[src/rtl/sft_pkg.sv]
// Shared types, codes and reset values of the framed SPI transport.
`default_nettype none

package sft_pkg;

    localparam int unsigned ActionWidth = 3;
    localparam int unsigned CodeWidth   = 3;
    localparam int unsigned CfgIdxWidth = 3;
    localparam int unsigned CfgDataWidth = 16;

    typedef enum logic [ActionWidth-1:0] {
        ACT_TICK       = 3'd0,
        ACT_START_SEND = 3'd1,
        ACT_START_RECV = 3'd2,
        ACT_XFER_DONE  = 3'd3,
        ACT_PAYLOAD    = 3'd4
    } t_action;

    typedef enum logic [CodeWidth-1:0] {
        RES_BUSY      = 3'd0,
        RES_OK        = 3'd1,
        RES_TIMEOUT   = 3'd2,
        RES_NOT_READY = 3'd3,
        RES_BAD_PARAM = 3'd4
    } t_code;

    typedef enum logic [CfgIdxWidth-1:0] {
        CFG_READY_WAIT  = 3'd0,
        CFG_RETRY_LIMIT = 3'd1,
        CFG_READY_CODE  = 3'd2,
        CFG_WRITE_HDR   = 3'd3,
        CFG_READ_HDR    = 3'd4
    } t_cfg_idx;

    typedef enum logic [3:0] {
        PH_IDLE      = 4'd0,
        PH_RECV_WAIT = 4'd1,
        PH_RDY_WAIT  = 4'd2,
        PH_HDR       = 4'd3,
        PH_RETRY_GAP = 4'd4,
        PH_FRAME_GAP = 4'd5,
        PH_SEND_NEED = 4'd6,
        PH_SEND_XFER = 4'd7,
        PH_RECV_XFER = 4'd8
    } t_phase;

    localparam logic [15:0] ReadyWaitReset  = 16'd13000;
    localparam logic [3:0]  RetryLimitReset = 4'd10;
    localparam logic [7:0]  ReadyCodeReset  = 8'hC0;
    localparam logic [7:0]  WriteHdrReset   = 8'h42;
    localparam logic [7:0]  ReadHdrReset    = 8'h81;

    typedef struct packed {
        logic [15:0] ready_wait_ticks;
        logic [3:0]  status_retry_limit;
        logic [7:0]  ready_status_code;
        logic [7:0]  write_header;
        logic [7:0]  read_header;
    } t_cfg;

    typedef struct packed {
        t_phase      phase;
        logic        is_receive;
        logic [15:0] wait_counter;
        logic [3:0]  retry_counter;
        logic [15:0] bytes_remaining;
        logic [7:0]  chunk_left;
        logic        header_index;
        logic [7:0]  first_status;
        logic [7:0]  second_status;
        logic [15:0] received_total;
    } t_state;

    typedef struct packed {
        logic [ActionWidth-1:0] action;
        logic                   ready_line;
        logic [7:0]             spi_rx_byte;
        logic                   spi_failed;
        logic [7:0]             payload_byte;
        logic [15:0]            length;
        logic [15:0]            recv_wait_ticks;
    } t_item;

    typedef struct packed {
        logic        chip_select_n;
        logic        tx_start;
        logic [7:0]  tx_byte;
        logic        want_payload;
        logic        rx_valid;
        logic [7:0]  rx_data;
        logic        rx_last;
        logic        finished;
        t_code       result_code;
        logic [15:0] byte_count;
        logic [7:0]  status_one;
        logic [7:0]  status_two;
    } t_result;

endpackage

`default_nettype wire

[src/rtl/sft_step.sv]
// Next-state and result logic for one event of the framed SPI transport.
`default_nettype none

module sft_step
    import sft_pkg::*;
(
    input  wire t_state  i_state,
    input  wire t_cfg    i_cfg,
    input  wire t_item   i_item,
    output t_state       o_state,
    output t_result      o_result
);

    t_state      nxt;
    logic        tx_start;
    logic [7:0]  tx_byte;
    logic        rx_valid;
    logic [7:0]  rx_data;
    logic        rx_last;
    logic        fin;
    t_code       code;
    logic [3:0]  lim;
    logic [3:0]  retry_inc;
    logic [7:0]  chunk;
    logic [7:0]  chunk_dec;
    logic [15:0] rem_dec;
    logic        cs_low;

    always_comb begin
        nxt       = i_state;
        tx_start  = 1'b0;
        tx_byte   = '0;
        rx_valid  = 1'b0;
        rx_data   = '0;
        rx_last   = 1'b0;
        fin       = 1'b0;
        code      = RES_BUSY;
        lim       = (i_cfg.status_retry_limit == 4'd0) ? 4'd1 : i_cfg.status_retry_limit;
        retry_inc = i_state.retry_counter + 4'd1;
        chunk_dec = i_state.chunk_left - 8'd1;
        rem_dec   = i_state.bytes_remaining - 16'd1;
        // The chunk is the smaller of the bytes still owed and the second status.
        chunk     = (i_state.bytes_remaining < {8'd0, i_item.spi_rx_byte})
                    ? i_state.bytes_remaining[7:0] : i_item.spi_rx_byte;

        unique case (i_item.action)
            ACT_START_SEND, ACT_START_RECV: begin
                if (i_state.phase == PH_IDLE) begin
                    nxt.is_receive = (i_item.action == ACT_START_RECV);
                    if (i_item.length == 16'd0) begin
                        fin  = 1'b1;
                        code = RES_BAD_PARAM;
                    end else if (i_item.action == ACT_START_RECV) begin
                        nxt.bytes_remaining = i_item.length;
                        nxt.received_total  = '0;
                        nxt.wait_counter    = i_item.recv_wait_ticks;
                        nxt.phase           = PH_RECV_WAIT;
                    end else begin
                        nxt.bytes_remaining = i_item.length;
                        nxt.wait_counter    = i_cfg.ready_wait_ticks;
                        nxt.retry_counter   = '0;
                        nxt.phase           = PH_RDY_WAIT;
                    end
                end
            end
            ACT_TICK: begin
                if (i_state.phase == PH_RECV_WAIT || i_state.phase == PH_RDY_WAIT) begin
                    if (i_item.ready_line) begin
                        nxt.retry_counter = '0;
                        nxt.header_index  = 1'b0;
                        nxt.phase         = PH_HDR;
                        tx_start          = 1'b1;
                        tx_byte           = i_state.is_receive ? i_cfg.read_header
                                                               : i_cfg.write_header;
                    end else if (i_state.wait_counter == 16'd0) begin
                        nxt.phase = PH_IDLE;
                        fin       = 1'b1;
                        code      = RES_TIMEOUT;
                    end else begin
                        nxt.wait_counter = i_state.wait_counter - 16'd1;
                    end
                end else if (i_state.phase == PH_RETRY_GAP) begin
                    nxt.header_index = 1'b0;
                    nxt.phase        = PH_HDR;
                    tx_start         = 1'b1;
                    tx_byte          = i_state.is_receive ? i_cfg.read_header
                                                          : i_cfg.write_header;
                end else if (i_state.phase == PH_FRAME_GAP) begin
                    nxt.wait_counter  = i_cfg.ready_wait_ticks;
                    nxt.retry_counter = '0;
                    nxt.phase         = PH_RDY_WAIT;
                end
            end
            ACT_XFER_DONE: begin
                if (i_state.phase == PH_HDR || i_state.phase == PH_SEND_XFER ||
                    i_state.phase == PH_RECV_XFER) begin
                    if (i_item.spi_failed) begin
                        nxt.phase = PH_IDLE;
                        fin       = 1'b1;
                        code      = RES_TIMEOUT;
                    end else if (i_state.phase == PH_HDR) begin
                        if (!i_state.header_index) begin
                            nxt.first_status = i_item.spi_rx_byte;
                            nxt.header_index = 1'b1;
                            tx_start         = 1'b1;
                        end else begin
                            nxt.second_status = i_item.spi_rx_byte;
                            if (i_state.first_status == i_cfg.ready_status_code &&
                                i_item.spi_rx_byte != 8'd0) begin
                                nxt.chunk_left = chunk;
                                if (i_state.is_receive) begin
                                    nxt.bytes_remaining = {8'd0, chunk};
                                    nxt.phase           = PH_RECV_XFER;
                                    tx_start            = 1'b1;
                                end else begin
                                    nxt.phase = PH_SEND_NEED;
                                end
                            end else begin
                                nxt.retry_counter = retry_inc;
                                if (retry_inc >= lim) begin
                                    nxt.phase = PH_IDLE;
                                    fin       = 1'b1;
                                    code      = RES_NOT_READY;
                                end else begin
                                    nxt.phase = PH_RETRY_GAP;
                                end
                            end
                        end
                    end else if (i_state.phase == PH_SEND_XFER) begin
                        nxt.chunk_left      = chunk_dec;
                        nxt.bytes_remaining = rem_dec;
                        if (chunk_dec != 8'd0) begin
                            nxt.phase = PH_SEND_NEED;
                        end else if (rem_dec == 16'd0) begin
                            nxt.phase = PH_IDLE;
                            fin       = 1'b1;
                            code      = RES_OK;
                        end else begin
                            nxt.phase = PH_FRAME_GAP;
                        end
                    end else begin
                        rx_valid           = 1'b1;
                        rx_data            = i_item.spi_rx_byte;
                        nxt.received_total = i_state.received_total + 16'd1;
                        nxt.chunk_left     = chunk_dec;
                        if (chunk_dec == 8'd0) begin
                            rx_last   = 1'b1;
                            nxt.phase = PH_IDLE;
                            fin       = 1'b1;
                            code      = RES_OK;
                        end else begin
                            tx_start = 1'b1;
                        end
                    end
                end
            end
            ACT_PAYLOAD: begin
                if (i_state.phase == PH_SEND_NEED) begin
                    nxt.phase = PH_SEND_XFER;
                    tx_start  = 1'b1;
                    tx_byte   = i_item.payload_byte;
                end
            end
            default: begin
                // Undefined actions leave everything as it stands.
            end
        endcase

        cs_low = (nxt.phase == PH_RDY_WAIT) || (nxt.phase == PH_HDR) ||
                 (nxt.phase == PH_SEND_NEED) || (nxt.phase == PH_SEND_XFER) ||
                 (nxt.phase == PH_RECV_XFER);

        o_state                = nxt;
        o_result.chip_select_n = ~cs_low;
        o_result.tx_start      = tx_start;
        o_result.tx_byte       = tx_byte;
        o_result.want_payload  = (nxt.phase == PH_SEND_NEED);
        o_result.rx_valid      = rx_valid;
        o_result.rx_data       = rx_data;
        o_result.rx_last       = rx_last;
        o_result.finished      = fin;
        o_result.result_code   = code;
        o_result.byte_count    = nxt.received_total;
        o_result.status_one    = nxt.first_status;
        o_result.status_two    = nxt.second_status;
    end

endmodule

`default_nettype wire

[src/rtl/spi_hci_frame_transport_top.sv]
// Latency: the result of an event transaction is valid in the cycle after it is accepted.
// Throughput: one event per cycle; state updates at acceptance, the result register
// decouples the output, so input is taken whenever that register is empty or being emptied.
// Reset (synchronous, active low) returns to idle with the configuration at its defaults.
// The configuration port is always ready; writes to unknown indexes are dropped.
`default_nettype none

module spi_hci_frame_transport_top
    import sft_pkg::*;
(
    input  wire logic                    i_clk,
    input  wire logic                    i_rst_n,
    // Event channel
    input  wire logic                    i_in_valid,
    output logic                         o_in_ready,
    input  wire logic [ActionWidth-1:0]  i_action,
    input  wire logic                    i_ready_line,
    input  wire logic [7:0]              i_spi_rx_byte,
    input  wire logic                    i_spi_failed,
    input  wire logic [7:0]              i_payload_byte,
    input  wire logic [15:0]             i_length,
    input  wire logic [15:0]             i_recv_wait_ticks,
    // Result channel
    output logic                         o_out_valid,
    input  wire logic                    i_out_ready,
    output logic                         o_chip_select_n,
    output logic                         o_tx_start,
    output logic [7:0]                   o_tx_byte,
    output logic                         o_want_payload,
    output logic                         o_rx_valid,
    output logic [7:0]                   o_rx_data,
    output logic                         o_rx_last,
    output logic                         o_finished,
    output logic [CodeWidth-1:0]         o_result_code,
    output logic [15:0]                  o_byte_count,
    output logic [7:0]                   o_status_one,
    output logic [7:0]                   o_status_two,
    // Configuration write channel
    input  wire logic                    i_cfg_valid,
    output logic                         o_cfg_ready,
    input  wire logic [CfgIdxWidth-1:0]  i_cfg_index,
    input  wire logic [CfgDataWidth-1:0] i_cfg_data
);

    t_state  r_state;
    t_state  n_state;
    t_cfg    r_cfg;
    t_result r_res;
    t_result n_res;
    logic    r_out_valid;
    t_item   item;
    logic    in_fire;

    assign o_in_ready  = ~r_out_valid | i_out_ready;
    assign o_cfg_ready = 1'b1;
    assign in_fire     = i_in_valid & o_in_ready;

    assign item.action          = i_action;
    assign item.ready_line      = i_ready_line;
    assign item.spi_rx_byte     = i_spi_rx_byte;
    assign item.spi_failed      = i_spi_failed;
    assign item.payload_byte    = i_payload_byte;
    assign item.length          = i_length;
    assign item.recv_wait_ticks = i_recv_wait_ticks;

    sft_step u_step (
        .i_state  (r_state),
        .i_cfg    (r_cfg),
        .i_item   (item),
        .o_state  (n_state),
        .o_result (n_res)
    );

    always_ff @(posedge i_clk) begin
        if (!i_rst_n) begin
            r_state <= '{phase: PH_IDLE, default: '0};
        end else if (in_fire) begin
            r_state <= n_state;
        end
    end

    always_ff @(posedge i_clk) begin
        if (!i_rst_n) begin
            r_cfg.ready_wait_ticks   <= ReadyWaitReset;
            r_cfg.status_retry_limit <= RetryLimitReset;
            r_cfg.ready_status_code  <= ReadyCodeReset;
            r_cfg.write_header       <= WriteHdrReset;
            r_cfg.read_header        <= ReadHdrReset;
        end else if (i_cfg_valid) begin
            unique case (i_cfg_index)
                CFG_READY_WAIT:  r_cfg.ready_wait_ticks   <= i_cfg_data;
                CFG_RETRY_LIMIT: r_cfg.status_retry_limit <= i_cfg_data[3:0];
                CFG_READY_CODE:  r_cfg.ready_status_code  <= i_cfg_data[7:0];
                CFG_WRITE_HDR:   r_cfg.write_header       <= i_cfg_data[7:0];
                CFG_READ_HDR:    r_cfg.read_header        <= i_cfg_data[7:0];
                default: begin
                end
            endcase
        end
    end

    always_ff @(posedge i_clk) begin
        if (!i_rst_n) begin
            r_out_valid <= 1'b0;
        end else if (o_in_ready) begin
            r_out_valid <= i_in_valid;
        end
    end

    always_ff @(posedge i_clk) begin
        if (in_fire) begin
            r_res <= n_res;
        end
    end

    assign o_out_valid     = r_out_valid;
    assign o_chip_select_n = r_res.chip_select_n;
    assign o_tx_start      = r_res.tx_start;
    assign o_tx_byte       = r_res.tx_byte;
    assign o_want_payload  = r_res.want_payload;
    assign o_rx_valid      = r_res.rx_valid;
    assign o_rx_data       = r_res.rx_data;
    assign o_rx_last       = r_res.rx_last;
    assign o_finished      = r_res.finished;
    assign o_result_code   = r_res.result_code;
    assign o_byte_count    = r_res.byte_count;
    assign o_status_one    = r_res.status_one;
    assign o_status_two    = r_res.status_two;

endmodule

`default_nettype wire

[config.mk]
export PLATFORM = sky130hd
export DESIGN_NAME = spi_hci_frame_transport_top
export DESIGN_NICKNAME = d
export VERILOG_FILES = /design/src/rtl/sft_pkg.sv /design/src/rtl/sft_step.sv /design/src/rtl/spi_hci_frame_transport_top.sv
export SDC_FILE = /design/constraint.sdc
export NUM_CORES = 1
export LEC_CHECK = 0
export BUFFER_PORTS_ARGS = -buffer_cell sky130_fd_sc_hd__buf_4
export CORE_UTILIZATION = 40
export DETAILED_ROUTE_END_ITERATION = 16
export GPL_ROUTABILITY_DRIVEN = 0
export GPL_TIMING_DRIVEN = 1
export HOLD_SLACK_MARGIN = 0.08
export SYNTH_ARGS = -nofsm -noshare
export SYNTH_HDL_FRONTEND = slang
export SYNTH_SLANG_ARGS = --single-unit
[constraint.sdc]
create_clock -name i_clk -period 5.4 [get_ports i_clk]
set_input_delay 1.08 -clock i_clk [delete_from_list [all_inputs] [get_ports i_clk]]
set_output_delay 1.08 -clock i_clk [all_outputs]
set_load 0.05 [all_outputs]
==> results.cfg <==
[status]
status = finished clean

[floorplanning]
dieArea_um2 = 25700
row_count = 57
start_util = 0.411
io_pins = 137
core_area_um2 = 24500
die_w_um = 160
die_height_um = 160

[global_routing]
grtUsageMet3 = 0.0338
globalRoute.busiestLayer = met2
grt_usage = 0.220
grt_max_degree = 49
met1_usage = 0.312
grtUsageMet2 = 0.349
grt_pass1_vias = 8481
grt_pass1_wl_um = 45200
grt_antenna_before_repair = 0
overflow = 0

[synth]
syn_inst = 1195
ys_seq_area_frac = 0.424
synthArstFlopShare = 0
syn_nets = 1290
syn_area_per_cell_um2 = 8.41
ys_warn_count = 0
synth_area_um2 = 10000
synth_seq_cells = 184
ys_types = 80
yosys_most_used_dff = dfxtp_1
synth-edff-count = 57

[cells_and_area]
fill_cells = 2405
stdcell_area_um2 = 11800
areaGrowthSynthToFinish_pct = 17.7
instances_no_fill = 1622
fin_nets = 1380
n_antenna_cell = 0
layout-drive-gt1-share = 0.172

[route]
detail-route-antenna-nets = 0
vias_per_cell = 5.60
dr.pass1.iters = 8
avgRoutedWirePerCell_um = 17.3
drc = 0
routed_wl_um = 28100
vias = 9089
drt_iter0_markers = 629

[clock_tree]
tritoncts = done
post_cts_buffers = 0
post_cts_resized = 0
hold_buffers = 0
clockBufferDepth = 2
clk_pin_slew_worst_paths_ns = 0.08
htreeDepth = 4
clock_latency_ns = 0.44
numCtsBuffers = 17
clkSinkCount = 184
cts-root-buf = clkbuf_16

[timing]
period_needed_ns = 3.52
rsz0062_at_grt = false
final.setup.tns_ns = 0
layout_setup_ws_ns = 1.88
timing.hold.ws_ns = 0.454
slew_headroom = 0.311
finalHoldViolCount = 0
fmax_mhz = 284
period_share = 0.652
fin_worst_skew_ns = 0.0111
max_slew.worst_pin.slew_ns = 1.03
finalSetupViolations = 0
slew_violations = 0

[min_path]
min_from = r_cfg[2]$_SDFFE_PN0P_
timing.hold.worst_endpoint = r_cfg[2]$_SDFFE_PN0P_
hold_path.class = flop to flop
hold_path_depth = 2

[placement]
port_buffers = 135
place_ws_ns = 1.45
dp.cells = 1590
hpwl_um = 19700
dpl-instance-area_um2 = 11200

[worst_setup_path]
rr_endpoint = r_state[50]$_SDFFE_PN0P_
end_kind = flop
start_kind = input port
reg2reg_depth = 8
arrival_ns = 3.90
timing.rr.start = r_state[81]$_SDFFE_PN0P_
required_ns = 5.78
path_class = input port to flop
crit_fanout = 16
rrSetupSlack_ns = 2.08

[power]
power_density_nw_per_um2 = 282
ir_drop_mv = 0.163
p_leak_nw = 4.69

[job]
maxCapViolCount = 0
## Yosys cell counts (14+ instances only)
master	number	area (um^2)
ha_1	18	225
nand2_1	206	773
clkbuf_1	59	221
o21ai_0	61	305
edfxtp_1	57	1710
dfxtp_1	127	2540
nor3_1	40	200
xnor2_1	14	123
nand3_1	49	245
xor2_1	20	175
a21oi_1	109	546
mux2i_1	35	350
buf_2	14	70.1
nor2_1	100	375
mux2_2	19	214
inv_1	26	97.6
nor4_1	18	113
## cells in the final DEF, fill, tap and decap left out, drive strengths merged, types with 4 or more instances in the layout
cell     netlist  layout
nor2         100     100
o221ai        11      11
xnor2         14      14
o22ai          5       5
clkbuf        59      18
dfxtp        127     127
or3            9       9
nor3          43      43
nand4         11      11
a211oi         6       6
o211a         14      14
and3           9       9
mux2          21      21
nand2        206     206
edfxtp        57      57
and2          12      12
a21oi        109     109
nand3         49      49
or2            6       6
clkinv         0       7
and3b          4       4
nor3b          4       4
nand2b         8       8
buf           18     149
o211ai         5       5
a31oi          8       8
inv           27      33
a2bb2oi        4       4
o31ai         13      13
nor4          22      22
xor2          20      20
mux2i         35      35
a22oi         11      11
ha            18      18
a221oi         7       7
or4            5       5
o21ai         69      69
## sequential cells by signal (all words and copies together), names as in the netlist, 3 cells and up
register       flops
o_result_code      3
r_state           82
o_status_one       8
o_rx_data          8
o_tx_byte          8
o_status_two       8
o_byte_count      16
r_cfg             44
## power by group
part | leakage, nW | switching [mW] | internal (mW)
Clock | 0.279 | 0.603 | 0.622
Combinational | 2.80 | 0.377 | 0.216
Sequential | 1.60 | 0.0513 | 1.47
## stage by stage
step / utilization / power [mW]
after global placement: 0.460 / 2.14
after detailed placement: 0.460 / 2.14
after CTS: 0.483 / 3.37
after global routing: 0.483 / 3.48
final: 0.483 / 3.34
after floorplan: - / 1.95
## worst max path at each step
stage                startpoint                         to  slack [ns]  cells after the start
floorplan           i_out_ready  o_byte_count[0]$_DFFE_PP_        0.86                      6
global placement    i_action[2]   r_state[55]$_SDFFE_PN0P_        1.56                      9
detailed placement  i_action[2]   r_state[55]$_SDFFE_PN0P_        1.45                      9
CTS                 i_action[2]   r_state[55]$_SDFFE_PN0P_        1.90                      9
global route        i_action[0]   r_state[55]$_SDFFE_PN0P_        1.55                      9
finish              i_action[2]   r_state[55]$_SDFFE_PN0P_        1.88                      9
## cell families after synthesis
group                      after synthesis  share of synthesized area
and+or+nand+nor                        499                      0.235
AOI/OAI and AO/OA                      297                      0.187
DFF                                    184                      0.424
buffers and inverters                  105                     0.0420
muxes                                   56                     0.0584
xor gates and xnor gates                34                     0.0296
adders and majority gates               19                     0.0234
other                                    1                   0.000373
## layer usage
metal / part of all wire / routed length [um]
met4: 0.0087 / 244
met5: 0 / 0
met1: 0.48 / 13300
met2: 0.46 / 12800
met3: 0.058 / 1630
## layout make-up
class | count | area, um^2 | share of cell area
inverters | 27 | 103 | 0.00868
clock inverters | 14 | 130 | 0.0110
flip-flops and latches | 184 | 4250 | 0.360
repair buffers | 149 | 1120 | 0.0946
well taps | 324 | 405 | 0.0343
clock buffers | 18 | 439 | 0.0372
multi-input cells | 906 | 5370 | 0.454
## worst max-delay path, cell delays in order
cell and delay [ns]:
buf_4 0.15, and3b_1 0.65, o21ai_1 0.25, nand2b_1 0.45
nor2_1 0.67, nand2_1 0.15, o31ai_1 0.23, a22oi_1 0.12
nor2_1 0.12
Note: power is estimated with default switching activity, not from simulation.
